## config.mk

```make
export PLATFORM = sky130hd
export DESIGN_NAME = quoted_line_tokenizer_flat
export DESIGN_NICKNAME = d
export VERILOG_FILES = /design/src/hw/rtl/qlt_pkg.sv /design/src/hw/rtl/qlt_in_if.sv /design/src/hw/rtl/qlt_out_if.sv /design/src/hw/rtl/qlt_step.sv /design/src/hw/rtl/qlt_res_fifo.sv /design/src/hw/rtl/quoted_line_tokenizer.sv /design/src/flat_wrapper.sv
export SDC_FILE = /design/constraint.sdc
export NUM_CORES = 1
export LEC_CHECK = 0
export BUFFER_PORTS_ARGS = -buffer_cell sky130_fd_sc_hd__buf_2
export CORE_ASPECT_RATIO = 0.75
export CORE_UTILIZATION = 45
export CTS_CLUSTER_DIAMETER = 150
export DETAILED_ROUTE_END_ITERATION = 10
export PLACE_DENSITY = 0.61
export SYNTH_ARGS = -nofsm -noshare
export SYNTH_HDL_FRONTEND = slang
export SYNTH_SLANG_ARGS = --single-unit
```

## constraint.sdc

```tcl
create_clock -name clk_i -period 12.6 [get_ports clk_i]
set_input_delay 1.26 -clock clk_i [delete_from_list [all_inputs] [get_ports clk_i]]
set_output_delay 1.26 -clock clk_i [all_outputs]
set_load 0.01 [all_outputs]
```

## src/hw/rtl/qlt_pkg.sv

```systemverilog
// ----------------------------------------------------------------------------
// qlt_pkg
// Shared types and constants of the quoted line tokenizer.
// ----------------------------------------------------------------------------
package qlt_pkg;

  localparam int unsigned MAX_TOKENS = 16;
  localparam int unsigned MAX_LINE   = 256;
  localparam int unsigned LEN_W      = $clog2(MAX_LINE);

  localparam int unsigned CODE_W = 16;
  localparam int unsigned IDX_W  = 5;
  localparam int unsigned POS_W  = 9;
  localparam logic [POS_W-1:0] POS_MAX = '1;

  // Character codes
  localparam logic [CODE_W-1:0] CH_NUL    = 16'h0000;
  localparam logic [CODE_W-1:0] CH_TAB    = 16'h0009;
  localparam logic [CODE_W-1:0] CH_LF     = 16'h000A;
  localparam logic [CODE_W-1:0] CH_CR     = 16'h000D;
  localparam logic [CODE_W-1:0] CH_SPACE  = 16'h0020;
  localparam logic [CODE_W-1:0] CH_DQUOTE = 16'h0022;
  localparam logic [CODE_W-1:0] CH_HASH   = 16'h0023;
  localparam logic [CODE_W-1:0] CH_SQUOTE = 16'h0027;
  localparam logic [CODE_W-1:0] CH_DASH   = 16'h002D;
  localparam logic [CODE_W-1:0] CH_SEMI   = 16'h003B;
  localparam logic [CODE_W-1:0] CH_BSLASH = 16'h005C;

  typedef enum logic [1:0] {
    EV_TOKEN_CHAR   = 2'd0,
    EV_TOKEN_END    = 2'd1,
    EV_COMMENT_CHAR = 2'd2,
    EV_LINE_END     = 2'd3
  } event_e;

  typedef enum logic [1:0] {
    ST_OK        = 2'd0,
    ST_TOO_MANY  = 2'd1,
    ST_BACKSLASH = 2'd2
  } status_e;

  typedef enum logic {
    KIND_CHAR     = 1'b0,
    KIND_LINE_END = 1'b1
  } kind_e;

  typedef struct packed {
    logic [1:0]        event_res;
    logic [IDX_W-1:0]  token_index;
    logic [POS_W-1:0]  position;
    logic [CODE_W-1:0] out_code;
    logic [1:0]        status;
    logic              last;
  } res_t;

  // Results of one step: count (0..2) and up to two items in order
  typedef struct packed {
    logic [1:0] n;
    res_t       r0;
    res_t       r1;
  } step_t;

endpackage

```

## src/hw/rtl/qlt_in_if.sv

```systemverilog
// ----------------------------------------------------------------------------
// qlt_in_if
// Input channel: one line character or an end-of-line mark per item.
// ----------------------------------------------------------------------------
interface qlt_in_if;
  logic                        valid;
  logic                        ready;
  logic                        kind;
  logic [qlt_pkg::CODE_W-1:0]  code;

  modport source (output valid, output kind, output code, input ready);
  modport sink   (input valid, input kind, input code, output ready);
endinterface

```

## src/hw/rtl/qlt_out_if.sv

```systemverilog
// ----------------------------------------------------------------------------
// qlt_out_if
// Result channel: token, comment and line-end events.
// ----------------------------------------------------------------------------
interface qlt_out_if;
  logic                        valid;
  logic                        ready;
  logic [1:0]                  event_res;
  logic [qlt_pkg::IDX_W-1:0]   token_index;
  logic [qlt_pkg::POS_W-1:0]   position;
  logic [qlt_pkg::CODE_W-1:0]  out_code;
  logic [1:0]                  status;
  logic                        last;

  modport source (output valid, output event_res, output token_index, output position,
                  output out_code, output status, output last, input ready);
  modport sink   (input valid, input event_res, input token_index, input position,
                  input out_code, input status, input last, output ready);
endinterface

```

## src/hw/rtl/qlt_step.sv

```systemverilog
// ----------------------------------------------------------------------------
// qlt_step
// Tokenizer state and the per-item decision logic. Produces up to two result
// items for the item at its input and updates state when that item fires.
// ----------------------------------------------------------------------------
module qlt_step (
  input  logic                        clk_i,
  input  logic                        rst_ni,
  input  logic                        fire_i,
  input  logic                        kind_i,
  input  logic [qlt_pkg::CODE_W-1:0]  code_i,
  output qlt_pkg::step_t              step_o
);

  typedef enum logic [2:0] {
    MODE_BETWEEN = 3'd0,
    MODE_SQUOTE  = 3'd1,
    MODE_DQUOTE  = 3'd2,
    MODE_BARE    = 3'd3,
    MODE_COMMENT = 3'd4,
    MODE_ERROR   = 3'd5
  } mode_e;

  mode_e                       mode_q, mode_d;
  logic                        esc_q, esc_d;
  logic [qlt_pkg::IDX_W-1:0]   tcount_q, tcount_d;
  logic [qlt_pkg::POS_W-1:0]   offset_q, offset_d;
  logic                        strip_q, strip_d;
  logic [1:0]                  lstat_q, lstat_d;
  logic [qlt_pkg::LEN_W-1:0]   llen_q, llen_d;
  logic                        lcut_q, lcut_d;

  function automatic qlt_pkg::res_t mk_res(input logic [1:0] ev,
                                           input logic [qlt_pkg::IDX_W-1:0] idx,
                                           input logic [qlt_pkg::POS_W-1:0] pos,
                                           input logic [qlt_pkg::CODE_W-1:0] ch,
                                           input logic [1:0] st);
    qlt_pkg::res_t r;
    r.event_res   = ev;
    r.token_index = idx;
    r.position    = pos;
    r.out_code    = ch;
    r.status      = st;
    r.last        = 1'b0;
    return r;
  endfunction

  function automatic logic [qlt_pkg::POS_W-1:0] sat_inc(input logic [qlt_pkg::POS_W-1:0] v);
    return (v == qlt_pkg::POS_MAX) ? v : v + 1'b1;
  endfunction

  always_comb begin
    mode_e                       md;
    logic                        esc;
    logic [qlt_pkg::IDX_W-1:0]   tc;
    logic [qlt_pkg::POS_W-1:0]   off;
    logic                        strip;
    logic [1:0]                  lst;
    logic                        esc_path;
    logic                        do_char;
    logic                        do_end;
    logic                        do_comment;
    logic                        is_closer;
    logic                        open_end;
    qlt_pkg::step_t              s;

    md         = mode_q;
    esc        = esc_q;
    tc         = tcount_q;
    off        = offset_q;
    strip      = strip_q;
    lst        = lstat_q;
    esc_path   = 1'b0;
    do_char    = 1'b0;
    do_end     = 1'b0;
    do_comment = 1'b0;
    is_closer  = 1'b0;
    open_end   = 1'b0;
    s          = '0;
    llen_d     = llen_q;
    lcut_d     = lcut_q;

    if (kind_i == qlt_pkg::KIND_LINE_END) begin
      // Close an open token, unless a backslash is left dangling
      if (mode_q == MODE_SQUOTE) begin
        open_end = 1'b1;
      end else if (mode_q == MODE_DQUOTE || mode_q == MODE_BARE) begin
        if (esc_q) begin
          lst = qlt_pkg::ST_BACKSLASH;
        end else begin
          open_end = 1'b1;
        end
      end
      if (open_end) begin
        s.n  = 2'd2;
        s.r0 = mk_res(qlt_pkg::EV_TOKEN_END, tcount_q - 1'b1, offset_q, '0, qlt_pkg::ST_OK);
        s.r1 = mk_res(qlt_pkg::EV_LINE_END, tcount_q, '0, '0, lst);
      end else begin
        s.n  = 2'd1;
        s.r0 = mk_res(qlt_pkg::EV_LINE_END, tcount_q, '0, '0, lst);
      end
      // Return to reset state
      md     = MODE_BETWEEN;
      esc    = 1'b0;
      tc     = '0;
      off    = '0;
      strip  = 1'b1;
      lst    = qlt_pkg::ST_OK;
      llen_d = '0;
      lcut_d = 1'b0;
    end else if (lcut_q || llen_q >= qlt_pkg::LEN_W'(qlt_pkg::MAX_LINE - 1)) begin
      // Drop characters past the line cut or the line length limit
    end else if (code_i == qlt_pkg::CH_NUL || code_i == qlt_pkg::CH_LF ||
                 code_i == qlt_pkg::CH_CR) begin
      lcut_d = 1'b1;
    end else begin
      llen_d = llen_q + 1'b1;
      case (mode_q)
        MODE_BETWEEN: begin
          if (code_i != qlt_pkg::CH_SPACE && code_i != qlt_pkg::CH_TAB) begin
            if (tc >= qlt_pkg::IDX_W'(qlt_pkg::MAX_TOKENS)) begin
              md  = MODE_ERROR;
              lst = qlt_pkg::ST_TOO_MANY;
              esc = 1'b0;
            end else begin
              off = '0;
              esc = 1'b0;
              if (code_i == qlt_pkg::CH_SEMI || code_i == qlt_pkg::CH_HASH) begin
                md         = MODE_COMMENT;
                do_comment = 1'b1;
              end else begin
                tc = tc + 1'b1;
                if (code_i == qlt_pkg::CH_SQUOTE) begin
                  md = MODE_SQUOTE;
                end else if (code_i == qlt_pkg::CH_DQUOTE) begin
                  md = MODE_DQUOTE;
                end else begin
                  md       = MODE_BARE;
                  esc_path = 1'b1;
                end
              end
            end
          end
        end
        MODE_SQUOTE: begin
          if (code_i == qlt_pkg::CH_SQUOTE) begin
            do_end = 1'b1;
          end else begin
            do_char = 1'b1;
          end
        end
        MODE_DQUOTE:  esc_path   = 1'b1;
        MODE_BARE:    esc_path   = 1'b1;
        MODE_COMMENT: do_comment = 1'b1;
        default: ;
      endcase

      if (esc_path) begin
        is_closer = (md == MODE_DQUOTE) ? (code_i == qlt_pkg::CH_DQUOTE)
                  : (code_i == qlt_pkg::CH_SPACE || code_i == qlt_pkg::CH_TAB);
        if (esc) begin
          if (code_i == qlt_pkg::CH_DQUOTE || code_i == qlt_pkg::CH_SPACE ||
              code_i == qlt_pkg::CH_BSLASH) begin
            esc     = 1'b0;
            do_char = 1'b1;
          end else begin
            md  = MODE_ERROR;
            lst = qlt_pkg::ST_BACKSLASH;
            esc = 1'b0;
          end
        end else if (code_i == qlt_pkg::CH_BSLASH) begin
          esc = 1'b1;
        end else if (is_closer) begin
          do_end = 1'b1;
        end else begin
          do_char = 1'b1;
        end
      end

      if (do_char) begin
        // Drop leading dashes of the first token
        if (!(tc == qlt_pkg::IDX_W'(1) && strip && code_i == qlt_pkg::CH_DASH)) begin
          s.n   = 2'd1;
          s.r0  = mk_res(qlt_pkg::EV_TOKEN_CHAR, tc - 1'b1, off, code_i, qlt_pkg::ST_OK);
          strip = 1'b0;
          off   = sat_inc(off);
        end
      end
      if (do_end) begin
        s.n  = 2'd1;
        s.r0 = mk_res(qlt_pkg::EV_TOKEN_END, tc - 1'b1, off, '0, qlt_pkg::ST_OK);
        if (tc == qlt_pkg::IDX_W'(1)) begin
          strip = 1'b0;
        end
        off = '0;
        esc = 1'b0;
        md  = MODE_BETWEEN;
      end
      if (do_comment) begin
        s.n  = 2'd1;
        s.r0 = mk_res(qlt_pkg::EV_COMMENT_CHAR, tc, off, code_i, qlt_pkg::ST_OK);
        off  = sat_inc(off);
      end
    end

    if (s.n == 2'd1) begin
      s.r0.last = 1'b1;
    end
    if (s.n == 2'd2) begin
      s.r1.last = 1'b1;
    end

    step_o   = s;
    mode_d   = md;
    esc_d    = esc;
    tcount_d = tc;
    offset_d = off;
    strip_d  = strip;
    lstat_d  = lst;
  end

  always_ff @(posedge clk_i or negedge rst_ni) begin
    if (!rst_ni) begin
      mode_q   <= MODE_BETWEEN;
      esc_q    <= 1'b0;
      tcount_q <= '0;
      offset_q <= '0;
      strip_q  <= 1'b1;
      lstat_q  <= qlt_pkg::ST_OK;
      llen_q   <= '0;
      lcut_q   <= 1'b0;
    end else if (fire_i) begin
      mode_q   <= mode_d;
      esc_q    <= esc_d;
      tcount_q <= tcount_d;
      offset_q <= offset_d;
      strip_q  <= strip_d;
      lstat_q  <= lstat_d;
      llen_q   <= llen_d;
      lcut_q   <= lcut_d;
    end
  end

endmodule

```

## src/hw/rtl/qlt_res_fifo.sv

```systemverilog
// ----------------------------------------------------------------------------
// qlt_res_fifo
// Two-entry result buffer. Takes up to two items per cycle, gives one when the reader is ready.
// ----------------------------------------------------------------------------
module qlt_res_fifo (
  input  logic           clk_i,
  input  logic           rst_ni,
  input  logic           push_i,
  input  logic [1:0]     push_n_i,
  input  qlt_pkg::res_t  push0_i,
  input  qlt_pkg::res_t  push1_i,
  input  logic           pop_ready_i,
  output logic           head_valid_o,
  output qlt_pkg::res_t  head_o,
  output logic [1:0]     free_o
);

  qlt_pkg::res_t  ent_q [2];
  qlt_pkg::res_t  ent_d [2];
  logic [1:0]     cnt_q, cnt_d;
  logic           pop;

  assign pop          = (cnt_q != 2'd0) && pop_ready_i;
  assign head_valid_o = (cnt_q != 2'd0);
  assign head_o       = ent_q[0];
  // Slots free this cycle, counting the one that drains
  assign free_o       = 2'd2 - cnt_q + {1'b0, pop};

  always_comb begin
    logic [1:0] c;
    ent_d = ent_q;
    c     = cnt_q;
    if (pop) begin
      ent_d[0] = ent_q[1];
      c        = c - 1'b1;
    end
    if (push_i && push_n_i != 2'd0) begin
      ent_d[c[0]] = push0_i;
      if (push_n_i == 2'd2) begin
        ent_d[1] = push1_i;
      end
      c = c + push_n_i;
    end
    cnt_d = c;
  end

  always_ff @(posedge clk_i or negedge rst_ni) begin
    if (!rst_ni) begin
      cnt_q <= '0;
    end else begin
      cnt_q <= cnt_d;
    end
  end

  always_ff @(posedge clk_i) begin
    ent_q <= ent_d;
  end

endmodule

```

## src/hw/rtl/quoted_line_tokenizer.sv

```systemverilog
// ----------------------------------------------------------------------------
// quoted_line_tokenizer
// Shell-style tokenizer: splits a character stream into tokens, quotes,
// escapes and comments, and reports one line-end item per line.
// ----------------------------------------------------------------------------
//   channel | dir | fields
//   in_i    | in  | kind (1), code (16)
//   out_o   | out | event_res (2), token_index (5), position (9),
//           |     | out_code (16), status (2), last (1)
//
// One item per cycle while the result buffer has room: an accepted item sits
// in the input register, the step logic decides its results combinationally
// and pushes them into a two-entry result buffer. A line end that closes an
// open token gives two results in turn; all other items give at most one.
// Reset clears the tokenizer state and both buffers; no clearing pass.
// The input stalls only while the result buffer lacks room for the next item.
// ----------------------------------------------------------------------------
module quoted_line_tokenizer (
  input  logic       clk_i,
  input  logic       rst_ni,
  qlt_in_if.sink     in_i,
  qlt_out_if.source  out_o
);

  logic                        s1_valid_q;
  logic                        s1_kind_q;
  logic [qlt_pkg::CODE_W-1:0]  s1_code_q;
  logic                        s1_fire;
  logic                        in_fire;
  logic [1:0]                  free;
  logic                        head_valid;
  qlt_pkg::res_t               head;
  qlt_pkg::step_t              step;

  assign s1_fire  = s1_valid_q && (step.n <= free);
  assign in_i.ready = !s1_valid_q || s1_fire;
  assign in_fire  = in_i.valid && in_i.ready;

  always_ff @(posedge clk_i or negedge rst_ni) begin
    if (!rst_ni) begin
      s1_valid_q <= 1'b0;
    end else if (in_i.ready) begin
      s1_valid_q <= in_i.valid;
    end
  end

  always_ff @(posedge clk_i) begin
    if (in_fire) begin
      s1_kind_q <= in_i.kind;
      s1_code_q <= in_i.code;
    end
  end

  qlt_step u_step (
    .clk_i  (clk_i),
    .rst_ni (rst_ni),
    .fire_i (s1_fire),
    .kind_i (s1_kind_q),
    .code_i (s1_code_q),
    .step_o (step)
  );

  qlt_res_fifo u_fifo (
    .clk_i        (clk_i),
    .rst_ni       (rst_ni),
    .push_i       (s1_fire),
    .push_n_i     (step.n),
    .push0_i      (step.r0),
    .push1_i      (step.r1),
    .pop_ready_i  (out_o.ready),
    .head_valid_o (head_valid),
    .head_o       (head),
    .free_o       (free)
  );

  assign out_o.valid       = head_valid;
  assign out_o.event_res   = head.event_res;
  assign out_o.token_index = head.token_index;
  assign out_o.position    = head.position;
  assign out_o.out_code    = head.out_code;
  assign out_o.status      = head.status;
  assign out_o.last        = head.last;

  // A character never yields more than one result
  a_char_single: assert property (@(posedge clk_i) disable iff (!rst_ni)
    s1_fire && (s1_kind_q == qlt_pkg::KIND_CHAR) |-> step.n <= 2'd1)
    else $error("character item produced two results");

  // Two results only as token end followed by line end
  a_pair_order: assert property (@(posedge clk_i) disable iff (!rst_ni)
    s1_fire && (step.n == 2'd2) |->
      (step.r0.event_res == qlt_pkg::EV_TOKEN_END) &&
      (step.r1.event_res == qlt_pkg::EV_LINE_END) && !step.r0.last && step.r1.last)
    else $error("bad result pair");

  // A line end always closes the item's results
  a_line_end_last: assert property (@(posedge clk_i) disable iff (!rst_ni)
    out_o.valid && (out_o.event_res == qlt_pkg::EV_LINE_END) |-> out_o.last)
    else $error("line end not marked last");

  // Buffer never overfills
  a_free_range: assert property (@(posedge clk_i) disable iff (!rst_ni)
    free <= 2'd2)
    else $error("result buffer overflow");

endmodule

```

## src/flat_wrapper.sv

```systemverilog
// flat-port wrapper written by rule: the top's interface ports become plain ports
module quoted_line_tokenizer_flat 
  (clk_i, rst_ni, in_i_valid, in_i_kind, in_i_code, in_i_ready, out_o_valid, out_o_event_res, out_o_token_index, out_o_position, out_o_out_code, out_o_status, out_o_last, out_o_ready);
  qlt_in_if in_i_i ();
  qlt_out_if out_o_i ();
  input  logic clk_i;
  input  logic rst_ni;
  input wire logic [$bits(in_i_i.valid)-1:0] in_i_valid;
  input wire logic [$bits(in_i_i.kind)-1:0] in_i_kind;
  input wire logic [$bits(in_i_i.code)-1:0] in_i_code;
  output wire logic [$bits(in_i_i.ready)-1:0] in_i_ready;
  output wire logic [$bits(out_o_i.valid)-1:0] out_o_valid;
  output wire logic [$bits(out_o_i.event_res)-1:0] out_o_event_res;
  output wire logic [$bits(out_o_i.token_index)-1:0] out_o_token_index;
  output wire logic [$bits(out_o_i.position)-1:0] out_o_position;
  output wire logic [$bits(out_o_i.out_code)-1:0] out_o_out_code;
  output wire logic [$bits(out_o_i.status)-1:0] out_o_status;
  output wire logic [$bits(out_o_i.last)-1:0] out_o_last;
  input wire logic [$bits(out_o_i.ready)-1:0] out_o_ready;
  assign in_i_i.valid = in_i_valid;
  assign in_i_i.kind = in_i_kind;
  assign in_i_i.code = in_i_code;
  assign in_i_ready = in_i_i.ready;
  assign out_o_valid = out_o_i.valid;
  assign out_o_event_res = out_o_i.event_res;
  assign out_o_token_index = out_o_i.token_index;
  assign out_o_position = out_o_i.position;
  assign out_o_out_code = out_o_i.out_code;
  assign out_o_status = out_o_i.status;
  assign out_o_last = out_o_i.last;
  assign out_o_i.ready = out_o_ready;
  quoted_line_tokenizer u_core (.clk_i(clk_i), .rst_ni(rst_ni), .in_i(in_i_i), .out_o(out_o_i));
endmodule
```

==> metrics <==
H-tree Lvls=4; IO buf count=57; maxcap violations=0; via/cell ratio=6.09; post-CTS sizing=0; #FFs+latches synth=120; Die Ht=111 um; hold_buf cts=0; hpwl dp=14100 um; Syn Inst Count=784; Leak Pwr=3.02 nW; critical path startpoint category=flip-flop; total iterations of the first detailed-routing run=6; TritonCTS sink count=120; placer's final routability congestion estimate=0.948; WL/cell=19.8 um; pwr/cell area=307 nW/um^2; Num CTS Buffers=17; row cnt=39; die area=16400 sq um; Arr. time, crit path=6.34 ns; Cell Area, Synth=7170 sq um; RSZ-0062 raised after global routing=no; slew margin rel.=29.3%; Total GRT Usage=25.5%; Compound-Gate Fraction of Synth Area=18.4%; # DRC=0; top-count cell post-synth=nand2_1; FF-to-FF Start=u_core.s1_code_q[3]; initial antenna violation count=0; reg2reg setup slack=5.26 ns; switching share of total power=45.9%; reg2reg path depth=19; vias in the first global route=5862; Psw=1.11 mW; Tcrit/Tclk final=60.3%; synth top area cells=edfxtp_1 (22%), dfrtp_1 (11%), dfxtp_1 (9.8%), mux2i_1 (4.6%), nand3_1 (4.5%); CTS tree=done; worst path required time=11.34 ns; vias=6087; XOR/XNOR Fraction of Synth Area=2.57%; actual slew at the worst max-slew pin=1.06 ns; cell-internal power=1.31 mW; WHS Path Cells=2; Total Neg Setup Slack=0 ns; mux share of post-synthesis cell area=4.77%; Starting Density=46.6%; Logic pwr share=46.7%; VDD IR max=163 uV; I/O pin count=58; global route total overflow=0; Post-DRT Antenna Nets=0; Syn Area/Cell=9.14 sq um; Min-Delay Startpoint=u_core.u_step.lcut_q; clk_lat worst skew=0.42 ns; Synth Flop Type=edfxtp_1; fin cells=999; fraction of registers with async set/reset=27.5%; clock network fraction of design power=20.2%; fraction of layout instances using a drive strength above 1=15.2%; Hold Path Sink=u_core.u_step.lcut_q; synth warn=0; worst hold path type=reg -> reg; final setup vio count=0; Reg power frac=33.1%; CTS root buf=clkbuf_16; Synth Area in Simple Gates=21.4%; sequential cell area=3090 sq um; Post-Place Cells=967; synth-to-layout area growth=10.3%; Max Buffers Root-to-Sink=2; Cell variety after synth=84; number of antenna diodes=0; Starting DRT DRC Count=654; critical path endpoint category=output pin; EDFF count, synth=52; final hold vios=0; Clk pin slew, worst setup/hold paths=0.06 ns; Synth top cells by count=nand2_1 (79), nand3_1 (65), edfxtp_1 (52); Yosys top cell by area=edfxtp_1; die width=148 um; Syn Nets=818; Multi-input gate area=3550 sq um; fillers=1387; Synth Area in Adders=2.27%; register area share after synthesis=43.1%; Core Box Area=15400 sq um; main combinational cell family by area after synthesis=simple AND/OR/NAND/NOR gates; final count of pins violating max slew=0; largest net degree at the start of global routing=47; fmax=132 MHz; crit path kind=reg -> out; Post-CTS Setup Repair Bufs=0; status=complete, no violations; Max Fanout on Critical Path=18; first-pass GRT wire length=32300 um; final setup skew=0.00585 ns; total wire length=19800 um; Tmin final=7.60 ns; Synth top area share=21.8%; Net count, final=815; Reg-to-Reg End=u_core.u_fifo.head_o[1]
[placed cells by master, fill, tap and decap left out, types with 9 or more instances in the layout]
cell	Yosys	routed
a211oi_1	18	18
a21oi_1	46	46
and3_1	9	9
buf_2	2	57
clkbuf_16	0	17
dfrtp_1	32	32
dfxtp_1	35	35
edfxtp_1	52	52
ha_1	13	13
inv_1	15	15
mux2i_1	33	33
nand2_1	79	79
nand2b_1	9	9
nand3_1	65	65
nand4_1	14	14
nor2_1	41	40
nor2b_1	10	9
nor3_1	13	13
o21ai_0	28	27
o21ai_1	30	30
xnor2_1	10	10
xor2_1	11	11
[layout make-up]
class	instances	area share [%]
Timing Repair Buffer	65	4.37
Clock buffer	17	5.38
Tap cell	205	3.25
Clock inverter	15	2.14
Sequential cell	120	39.1
Multi-Input combinational cell	560	45.0
Inverter	17	0.807
[power groups by stage]
stage	sequential, mW	clock [mW]	combinational [mW]
floorplan	0.723	0	0.920
finish	0.803	0.489	1.13
global route	0.822	0.513	1.26
CTS	0.799	0.494	1.13
detailed placement	0.803	0	1.12
global placement	0.797	0	1.10
[flip-flops by register name, summed over array words and instances (netlist names), 2 cells and up, named ones only]
signal and flops:
u_core.u_fifo.head_o 35, u_core.u_fifo.ent_q 26, u_core.s1_code_q 16, u_core.u_step.offset_q 9, u_core.u_step.llen_q 8, u_core.u_step.tcount_q 5
u_core.u_step.mode_q 3, u_core.u_fifo.cnt_q 2, u_core.u_step.lstat_q 2
[cells by family after synthesis]
group	count (synthesis)
AND/OR/NAND/NOR	293
AO/OA/AOI/OAI	199
flip-flops	120
buffers and inverters	104
multiplexers	34
XOR/XNOR	21
adder cells (fa/ha/maj)	13
[layer usage]
layer / wire length [um] / vias up / track usage (%)
met4: 297 / 0 / 7.08
li1: - / 2861 / -
met5: 0 / - / 0
met2: 8650 / 274 / 37.7
met1: 9210 / 2919 / 37.3
met3: 1610 / 33 / 5.39
[how the worst max path moves through the flow]
stage	end	from	cells after the start	slack, ns
final	in_i_ready	u_core.s1_code_q[3]	17	5.00
after detailed placement	u_core.u_fifo.ent_q[10]	u_core.s1_code_q[3]	17	5.46
after floorplan	in_i_ready	u_core.s1_code_q[5]	19	7.31
after CTS	in_i_ready	u_core.s1_code_q[3]	17	5.14
after global routing	in_i_ready	u_core.s1_code_q[3]	17	4.53
after global placement	u_core.u_fifo.ent_q[3]	u_core.s1_code_q[3]	17	5.79
[through the flow]
step | setup WS [ns] | utilization, % | power, mW | cell area (sq um) | hold slack, ns
CTS | 5.14 | 51.4 | 2.42 | 7900 | 0.499
global route | 4.53 | 51.4 | 2.60 | 7900 | 0.518
floorplan | 7.31 | - | 1.64 | 7170 | 0.464
detailed placement | 5.46 | 47.6 | 1.93 | 7310 | 0.486
finish | 5.00 | 51.4 | 2.42 | 7900 | 0.499
global placement | 5.79 | 47.6 | 1.89 | 7310 | 0.496
[critical path, stage by stage, from the launching register on]
cell	delay [ns]
edfxtp_1	0.56
or3b_1	0.52
a2111o_1	0.43
o21ai_2	0.58
nor2_1	0.32
mux2i_1	0.51
ha_1	0.29
o2111ai_1	0.15
a21oi_2	0.43
a21oi_1	0.29
o21ai_1	0.69
and2_1	0.26
ha_1	0.15
nor2b_1	0.04
o21ai_0	0.31
inv_1	0.14
nand2_1	0.12
buf_2	0.14
No activity file was read; power rests on OpenSTA's default activity.
